File: config.mk
export PLATFORM = sky130hd
export DESIGN_NAME = srim_back
export DESIGN_NICKNAME = d
export VERILOG_FILES = /design/src/rtl/srim_pkg.sv /design/src/rtl/srim_back.sv
export SDC_FILE = /design/constraint.sdc
export NUM_CORES = 2
export LEC_CHECK = 0
export ABC_AREA = 1
export ABC_CLOCK_PERIOD_IN_PS = 21200
export BUFFER_PORTS_ARGS = -buffer_cell sky130_fd_sc_hd__buf_2
export CORE_UTILIZATION = 30
export CTS_CLUSTER_DIAMETER = 80
export CTS_CLUSTER_SIZE = 16
export DETAILED_ROUTE_END_ITERATION = 10
export HOLD_SLACK_MARGIN = 0.12
export MAX_ROUTING_LAYER = met4
export PLACE_DENSITY = 0.47
export SYNTH_ARGS = -nofsm -noshare
export SYNTH_HDL_FRONTEND = slang
export SYNTH_SLANG_ARGS = --single-unit
File: constraint.sdc
create_clock -name clk -period 21.2 [get_ports clk]
set_input_delay 2.12 -clock clk [delete_from_list [all_inputs] [get_ports clk]]
set_output_delay 2.12 -clock clk [all_outputs]
set_load 0.01 [all_outputs]
File: src/rtl/srim_pkg.sv
// Shared types and constants for the S-record image checker.
// No dependencies; imported by every module of the block.
package srim_pkg;

    localparam int MAX_DATA_BYTES = 32;

    localparam int FIFO_DEPTH = 4;
    localparam int FIFO_AW    = 2;

    localparam logic [4:0] WBL_RESET = 5'd13;
    localparam logic [4:0] WBL_MAX   = 5'd24;

    localparam logic [7:0] CH_TAB = 8'h09;
    localparam logic [7:0] CH_LF  = 8'h0A;
    localparam logic [7:0] CH_CR  = 8'h0D;
    localparam logic [7:0] CH_SP  = 8'h20;
    localparam logic [7:0] CH_S   = 8'h53;

    localparam logic [3:0] RT_NONE = 4'd10;
    localparam logic [7:0] CKSUM_GOOD = 8'hFF;

    typedef enum logic [2:0] {
        ST_DATA_OK    = 3'd0,
        ST_HEADER     = 3'd1,
        ST_END        = 3'd2,
        ST_FORMAT_ERR = 3'd3,
        ST_CKSUM_ERR  = 3'd4,
        ST_SKIPPED    = 3'd5
    } status_t;

    typedef struct packed {
        logic       eol;
        logic       is_s;
        logic       hex_ok;
        logic [3:0] nib;
        logic [3:0] rtype;
    } tok_t;

    typedef struct packed {
        status_t     status;
        logic [31:0] low;
        logic [32:0] high;
        logic [32:0] span;
        logic [15:0] dsum;
        logic [31:0] dcount;
        logic [32:0] bm1;
    } res_t;

endpackage

File: src/rtl/srim_back.sv
// Record engine: decodes records, keeps image accumulators, builds results.
// Depends on srim_pkg; drains srim_fifo and drives the output register.
module srim_back
    import srim_pkg::*;
(
    input  logic        clk,
    input  logic        rst_n,
    input  logic        cfg_wr_en,
    input  logic [4:0]  cfg_wr_data,
    input  logic        empty,
    input  tok_t        tok,
    output logic        pop,
    output logic        out_valid,
    input  logic        out_ready,
    output res_t        out_res
);

    logic [4:0]  wbl_reg;
    logic [6:0]  pos_reg, pos_next;
    logic [3:0]  rtype_reg, rtype_next;
    logic [7:0]  bc_reg, bc_next;
    logic [32:0] addr_reg, addr_next;
    logic [7:0]  cks_reg, cks_next;
    logic [3:0]  hn_reg, hn_next;
    logic        bad_reg, bad_next;
    logic        abort_reg, abort_next;
    logic [31:0] min_reg, min_next;
    logic [32:0] max_reg, max_next;
    logic [15:0] sum_reg, sum_next;
    logic [31:0] count_reg, count_next;

    logic        s1_valid_reg, s1_valid_next;
    logic        s2_valid_reg, s2_valid_next;
    logic        s3_valid_reg, s3_valid_next;
    logic        out_valid_reg, out_valid_next;
    res_t        s1_reg, s1_next;
    res_t        s2_reg, s2_next;
    res_t        s3_reg, s3_next;
    res_t        out_reg, out_next;

    logic        en;
    logic        s1_load;
    res_t        s1_res;
    logic        bad_now;
    logic        rt_data;
    logic [9:0]  lim;
    logic [6:0]  pos_m2;
    logic [5:0]  idx;
    logic [2:0]  alen;
    logic [7:0]  b;
    logic [8:0]  cnt_lo, cnt_hi;
    logic [32:0] addr_shift;
    logic [4:0]  lg;
    logic [32:0] gap;
    logic [15:0] g16;

    assign en = !out_valid_reg || out_ready;

    always_comb
    begin
        pos_next   = pos_reg;
        rtype_next = rtype_reg;
        bc_next    = bc_reg;
        addr_next  = addr_reg;
        cks_next   = cks_reg;
        hn_next    = hn_reg;
        bad_next   = bad_reg;
        abort_next = abort_reg;
        min_next   = min_reg;
        max_next   = max_reg;
        sum_next   = sum_reg;
        count_next = count_reg;
        pop        = 1'b0;
        s1_load    = 1'b0;
        s1_res     = '0;
        bad_now    = bad_reg;
        rt_data    = (rtype_reg >= 4'd1) && (rtype_reg <= 4'd3);
        lim        = {1'b0, bc_reg, 1'b0} + 10'd4;
        pos_m2     = pos_reg - 7'd2;
        idx        = pos_m2[6:1];
        alen       = rtype_reg[2:0] + 3'd1;
        b          = {hn_reg, tok.nib};
        cnt_lo     = {6'd0, alen} + 9'd1;
        cnt_hi     = cnt_lo + 9'(MAX_DATA_BYTES);
        addr_shift = {addr_reg[24:0], b};
        lg         = (wbl_reg > WBL_MAX) ? WBL_MAX : wbl_reg;

        if (!empty && tok.eol && en)
        begin
            pop     = 1'b1;
            s1_load = 1'b1;
            if (pos_reg >= 7'd2 && rtype_reg >= 4'd7 && rtype_reg <= 4'd9)
            begin
                s1_res.status = ST_END;
                s1_res.low    = min_reg;
                s1_res.high   = max_reg;
                s1_res.dsum   = sum_reg;
                s1_res.dcount = count_reg;
                s1_res.bm1    = (33'd1 << lg) - 33'd1;
                abort_next    = 1'b0;
                min_next      = '1;
                max_next      = '0;
                sum_next      = '0;
                count_next    = '0;
            end
            else if (abort_reg)
            begin
                s1_res.status = ST_SKIPPED;
            end
            else if (pos_reg >= 7'd2 && rtype_reg == 4'd0)
            begin
                s1_res.status = ST_HEADER;
            end
            else if (pos_reg >= 7'd2 && rt_data)
            begin
                if (bad_reg || {3'd0, pos_reg} < lim)
                begin
                    s1_res.status = ST_FORMAT_ERR;
                    abort_next    = 1'b1;
                end
                else
                begin
                    if (addr_reg > max_reg)
                    begin
                        max_next = addr_reg;
                    end
                    if (cks_reg != CKSUM_GOOD)
                    begin
                        s1_res.status = ST_CKSUM_ERR;
                        abort_next    = 1'b1;
                    end
                    else
                    begin
                        s1_res.status = ST_DATA_OK;
                    end
                end
            end
            else
            begin
                s1_res.status = ST_FORMAT_ERR;
                abort_next    = 1'b1;
            end
            pos_next   = '0;
            rtype_next = '0;
            bc_next    = '0;
            addr_next  = '0;
            cks_next   = '0;
            hn_next    = '0;
            bad_next   = 1'b0;
        end
        else if (!empty && !tok.eol)
        begin
            pop = 1'b1;
            if (pos_reg == 7'd0)
            begin
                if (!tok.is_s)
                begin
                    bad_next = 1'b1;
                end
            end
            else if (pos_reg == 7'd1)
            begin
                rtype_next = tok.rtype;
            end
            else if (rt_data && (pos_reg < 7'd4 || {3'd0, pos_reg} < lim))
            begin
                bad_now  = bad_reg || !tok.hex_ok;
                bad_next = bad_now;
                if (!pos_reg[0])
                begin
                    hn_next = tok.nib;
                end
                else if (idx == 6'd0)
                begin
                    bc_next  = b;
                    cks_next = b;
                    if ({1'b0, b} < cnt_lo || {1'b0, b} > cnt_hi)
                    begin
                        bad_next = 1'b1;
                    end
                end
                else if ({3'd0, idx} <= {6'd0, alen})
                begin
                    addr_next = addr_shift;
                    cks_next  = cks_reg + b;
                    if (idx == {3'd0, alen} && !bad_now && !abort_reg
                        && addr_shift[31:0] < min_reg)
                    begin
                        min_next = addr_shift[31:0];
                    end
                end
                else if ({2'd0, idx} < bc_reg)
                begin
                    cks_next  = cks_reg + b;
                    addr_next = addr_reg + 33'd1;
                    if (!bad_now && !abort_reg)
                    begin
                        sum_next   = sum_reg + {8'd0, b};
                        count_next = count_reg + 32'd1;
                    end
                end
                else if ({2'd0, idx} == bc_reg)
                begin
                    cks_next = cks_reg + b;
                end
            end
            if (pos_reg != 7'd127)
            begin
                pos_next = pos_reg + 7'd1;
            end
        end
    end

    always_comb
    begin
        s1_valid_next  = s1_valid_reg;
        s2_valid_next  = s2_valid_reg;
        s3_valid_next  = s3_valid_reg;
        out_valid_next = out_valid_reg;
        s1_next        = s1_reg;
        s2_next        = s2_reg;
        s3_next        = s3_reg;
        out_next       = out_reg;
        gap            = '0;
        g16            = '0;
        if (en)
        begin
            s1_valid_next  = s1_load;
            s2_valid_next  = s1_valid_reg;
            s3_valid_next  = s2_valid_reg;
            out_valid_next = s3_valid_reg;
            s1_next        = s1_res;

            s2_next      = s1_reg;
            s2_next.span = (s1_reg.high >= {1'b0, s1_reg.low})
                         ? s1_reg.high - {1'b0, s1_reg.low} : 33'd0;

            s3_next      = s2_reg;
            s3_next.span = (s2_reg.span + s2_reg.bm1) & ~s2_reg.bm1;

            gap = (s3_reg.span > {1'b0, s3_reg.dcount})
                ? s3_reg.span - {1'b0, s3_reg.dcount} : 33'd0;
            g16 = gap[15:0];
            out_next      = s3_reg;
            out_next.dsum = s3_reg.dsum + {g16[7:0], 8'h00} - g16;
        end
    end

    always_ff @(posedge clk or negedge rst_n)
    begin
        if (!rst_n)
        begin
            wbl_reg       <= WBL_RESET;
            pos_reg       <= '0;
            rtype_reg     <= '0;
            bc_reg        <= '0;
            addr_reg      <= '0;
            cks_reg       <= '0;
            hn_reg        <= '0;
            bad_reg       <= 1'b0;
            abort_reg     <= 1'b0;
            min_reg       <= '1;
            max_reg       <= '0;
            sum_reg       <= '0;
            count_reg     <= '0;
            s1_valid_reg  <= 1'b0;
            s2_valid_reg  <= 1'b0;
            s3_valid_reg  <= 1'b0;
            out_valid_reg <= 1'b0;
        end
        else
        begin
            if (cfg_wr_en)
            begin
                wbl_reg <= cfg_wr_data;
            end
            pos_reg       <= pos_next;
            rtype_reg     <= rtype_next;
            bc_reg        <= bc_next;
            addr_reg      <= addr_next;
            cks_reg       <= cks_next;
            hn_reg        <= hn_next;
            bad_reg       <= bad_next;
            abort_reg     <= abort_next;
            min_reg       <= min_next;
            max_reg       <= max_next;
            sum_reg       <= sum_next;
            count_reg     <= count_next;
            s1_valid_reg  <= s1_valid_next;
            s2_valid_reg  <= s2_valid_next;
            s3_valid_reg  <= s3_valid_next;
            out_valid_reg <= out_valid_next;
        end
    end

    always_ff @(posedge clk)
    begin
        s1_reg  <= s1_next;
        s2_reg  <= s2_next;
        s3_reg  <= s3_next;
        out_reg <= out_next;
    end

    assign out_valid = out_valid_reg;
    assign out_res   = out_reg;

endmodule

======== Word-level counts from Yosys, hierarchy flattened ========
Index checks and enable logic that the tools add are counted.
word-level totals
  bits in registers ....................... 883
  input bits .............................. 21
  output and inout bits ................... 184
  word-level logic and storage cells ...... 254
operators by class
  $add $sub $neg .......................... 16
  order comparisons ....................... 16
  eq/ne operators ......................... 16
  shifts and indexed selects .............. 1
  muxes and demuxes ....................... 103
  bitwise logic cells ..................... 3
  reductions and logical operators ........ 54
operator list
  cell                   number
  $mux 32                21
  $mux 33                15
  $mux 16                12
  $mux 8                 17
  $mux 4                 10
  $add 33x1->33 const B  1
  $add 33x33->33         1
  $and 33x33->33         1
  $ge 33x32->1           1
  $gt 33x32->1           1
  $gt 33x33->1           1
  $not 33->33            1
  $shl 1x5->33 const A   1
  $sub 33x1->33 const B  1
  $sub 33x32->33         1
  $add 32x1->32 const B  1
  $lt 32x32->1           1
  $sub 16x16->16         2
  $reduce_bool 2->1      12
  $mux 7                 3
  $mux 1                 18
  $reduce_and 6->1       3
  $add 16x16->16         1
  $add 16x8->16          1
  other kinds (47)       82

======== Depth between registers and ports, before layout ========
  word-level depth ........................ 15
  gate-level depth with buffers ........... 28
  gate-level depth less buffers ........... 27

======== Worst setup path after synthesis ========
Ideal clock, no wire load.
  path kind ............................... in2reg
  start point ............................. in out_ready
  end point ............................... reg s3_valid_reg
  setup time .............................. 0.736 ns
  arrival ................................. 16.084 ns
  required time ........................... 20.464 ns
  setup slack ............................. 4.381 ns
  stages on the path ...................... 3
  buffers on the path ..................... 0
  path through ............................ nor2_1 > inv_1 > o21ai_0
on the way
  cells in the longest elaborated chain, start to end .. 1
RTL lines
  element               RTL line          RTL
  from (decl)           srim_back.sv:14   input logic out_ready,
  $logic_or 1x1->1      srim_back.sv:57   assign en = !out_valid_reg || out_ready;
  to (signal assigned)  srim_back.sv:291  s3_valid_reg <= s3_valid_next;
  to (decl)             srim_back.sv:34   logic s3_valid_reg, s3_valid_next;
No other way between the ends.
A chain may end at the register's enable or synchronous reset.

======== Final worst setup path ========
  start point ............................. in out_ready
  end point ............................... out pop
on the way
  cells in the longest elaborated chain, start to end .. 3
RTL lines
  element            RTL line         RTL
  $logic_or 1x1->1   srim_back.sv:57
  $logic_and 1x1->1  srim_back.sv:88  if (!empty && tok.eol && en)
  $mux 1             srim_back.sv:88
  to (decl)          srim_back.sv:12  output logic pop,
No other way between the ends.

==> reports/qor.txt <==
clock slew at reported path FFs -> 0.07 ns
class of the worst hold path -> flip-flop to flip-flop
initial antenna violation count -> 1
# hold bufs at CTS -> 0
number of global-route vias before repair -> 27500
drt pass-1 iters -> 7
gr usage total -> 0.162
WS Path Type -> input pin to output port
CTS tree -> yes
Hold WS -> 0.400 ns
Setup crit end kind -> output port
P&R area growth vs syn -> 12.7%
DIE AREA -> 142000 sq um
drt via density -> 4.59
HPWL Detailed -> 83800 um
Final min period -> 5.56 ns
number of flops mapped to enable cells by yosys -> 695
DR vias -> 28100
critical path peak fanout -> 23
final wirelength -> 112000 um
slew of the pin with the lowest slew margin -> 1.06 ns
WP data arrival -> 3.44 ns
max_slew headroom -> 0.284
post-CTS setup buffer count -> 0
syn avg cell area -> 10.6 sq um
Final TNS setup -> 0 ns
VDD IR max -> 0.140 mV
Crit path required time -> 19.08 ns
worst clock skew -> 0.0462 ns
sequential-to-total area share from yosys stat -> 0.607
Main synth FF type -> edfxtp_1
FFs w/ async S/R, synth -> 0.213
Final Max Slew Viols -> 0
1st-iter DRT viols -> 2111
DRC viols -> 0
status -> complete, no violations
final worst path period share -> 0.262
clock root buffer -> clkbuf_16
# resized after CTS -> 0
final antenna-violating net count -> 0
nets -> 4460
placed cells -> 6000
die height -> 377 um
register area -> 25600 sq um
non-filler cells, final -> 6126
Critical Path Start Type -> input pin
Fill cells -> 14300
Max Freq -> 0.180 GHz
Final Hold Fails -> 0
Initial Util -> 0.302
RePlAce Congestion -> 0.899
Chip Width -> 377 um
Num CTS Buffers -> 71
Leak -> 20.1 nW
Hold Startpoint -> s2_reg[36]$_DFFE_PN_
max_cap viols -> 0
global route total overflow -> 0
flops & latches, synth -> 883
Rows -> 137
share of post-route cells with drive strength above 1 -> 0.112
crit path from -> out_ready
Cell Area, Synth -> 42200 sq um
PD cells -> 169 nW/um^2
final setup vio count -> 0
unrepaired setup endpoints after global routing -> no
global-route wire length before repair -> 170000 um
I/O Buffers -> 204
IO Pins -> 205
Clock H-tree levels -> 3
CTS Sinks -> 883
Cells after Synth -> 3982
Clk Latency, worst-skew pair -> 0.70 ns
largest net degree at the start of global routing -> 166
Core Region -> 140000 sq um
Clock Tree Buf Depth -> 3
Multi-input gate area -> 14200 sq um
Synthesis Warnings -> 0
Crit Reg-Reg Startpoint -> s3_reg[83]$_DFFE_PN_
WL per Instance -> 18.3 um
number of library cell types mapped by synthesis -> 64
-- cell usage after synthesis (all sizes together), types with 2 or more instances --
library cell | number | area share
nand2 | 813 | 0.074
edfxtp | 695 | 0.49
inv | 488 | 0.043
nor2 | 364 | 0.033
o21ai | 251 | 0.031
nand3 | 236 | 0.032
ha | 229 | 0.068
a21oi | 210 | 0.025
dfrtp | 153 | 0.091
nor3 | 76 | 0.0098
nand4 | 70 | 0.011
xor2 | 65 | 0.013
buf | 61 | 0.0098
dfstp | 35 | 0.022
clkbuf | 28 | 0.0025
or2 | 25 | 0.0037
xnor2 | 25 | 0.0052
o21bai | 23 | 0.0041
nor4 | 22 | 0.0034
o21a | 17 | 0.0030
a21o | 15 | 0.0027
fa | 13 | 0.0062
a31oi | 10 | 0.0015
o211ai | 10 | 0.0018
nand3b | 6 | 0.0011
o22ai | 6 | 0.00089
a21boi | 5 | 0.0011
nor3b | 5 | 0.00089
a211oi | 4 | 0.00071
a221oi | 3 | 0.00062
a22o | 2 | 0.00042
nor4b | 2 | 0.00042
o2111ai | 2 | 0.00042
o221ai | 2 | 0.00042
-- worst max-delay path, cell delays in order --
cell and delay (ns):
buf_2 0.10, nor2_1 0.51, nor3_4 0.04, buf_4 0.25, nor2_1 0.20, inv_2 0.07, buf_2 0.15
-- logic make-up (layout without fill, tap and decap cells) --
| family | count (synthesis) | count (layout) | share of synthesized area |
|---|---|---|---|
| simple gates | 1620 | 1620 | 0.169 |
| flops | 883 | 883 | 0.607 |
| buf+inv | 578 | 841 | 0.0558 |
| compound gates | 568 | 568 | 0.0749 |
| fa+ha+maj | 242 | 242 | 0.0741 |
| xor+xnor | 90 | 90 | 0.0187 |
| other cells | 1 | 6 | 0.0000889 |
-- area by class of cell --
class                   instances  share of cell area
multi-input cells            2524               0.299
clock buffers                 100              0.0408
well taps                    1876              0.0494
clock inverters                24             0.00674
flip-flops and latches        883               0.539
diodes                          2            0.000105
repair buffers                228              0.0257
inverters                     489              0.0389
-- path summary, 6_finish.rpt --
| path | cells after the start | slack [ns] | end |
|---|---|---|---|
| worst max-delay path | 7 | 15.64 | pop |
| worst min register to register | 0 | 0.40 | s3_reg[36]$_DFFE_PN_ |
| min in group asynchronous | 1 | 1.42 | max_reg[19]$_DFFE_PN0P_ |
| worst max register to register | 23 | 16.16 | out_res[80]$_DFFE_PN_ |
| max in group asynchronous | 3 | 17.57 | count_reg[4]$_DFFE_PN0P_ |
| worst min-delay path | 0 | 0.40 | s3_reg[36]$_DFFE_PN_ |
-- power by group --
part	internal, mW	switching (mW)	total [mW]
Sequential	2.83	0.431	3.26
Combinational	1.17	2.25	3.42
Clock	0.682	0.661	1.34
-- layer usage --
| layer | routed length, um | vias up | global-route usage | share of wire |
|---|---|---|---|---|
| li1 | - | 14100 | - | - |
| met2 | 51300 | 563 | 0.252 | 0.46 |
| met5 | 0 | - | - | 0 |
| met1 | 53600 | 13400 | 0.220 | 0.48 |
| met3 | 4950 | 125 | 0.0222 | 0.044 |
| met4 | 2550 | 0 | 0.0486 | 0.023 |
-- cell usage in the layout, fill, tap and decap left out, drive strengths merged, types with 3 or more instances in the layout --
master,n
fa,13
o21bai,23
nor3b,5
inv,497
ha,229
clkbuf,101
buf,227
o21a,17
a31oi,10
dfrtp,153
nand3b,6
a211oi,4
a21oi,210
nor3,76
a21o,15
nand3,236
o22ai,6
dfstp,35
xnor2,25
nor4,22
edfxtp,695
a21boi,5
o21ai,251
clkinvlp,3
nor2,364
nand4,70
conb,4
clkinv,11
a221oi,3
xor2,65
nand2,813
o211ai,10
or2,25
-- through the flow --
stage          cell area, sq um  power (mW)  worst slack, ns  utilization
2_1_floorplan             42200        5.67             4.38            -
6_report                  47500        8.03            15.64        0.341
5_1_grt                   47500        8.68            15.44        0.341
4_1_cts                   47500        8.15            15.61        0.341
3_5_place_dp              45300        6.76            15.10        0.324
3_3_place_gp              45300        6.76            15.19        0.324
(Power assumes the default switching activity.)
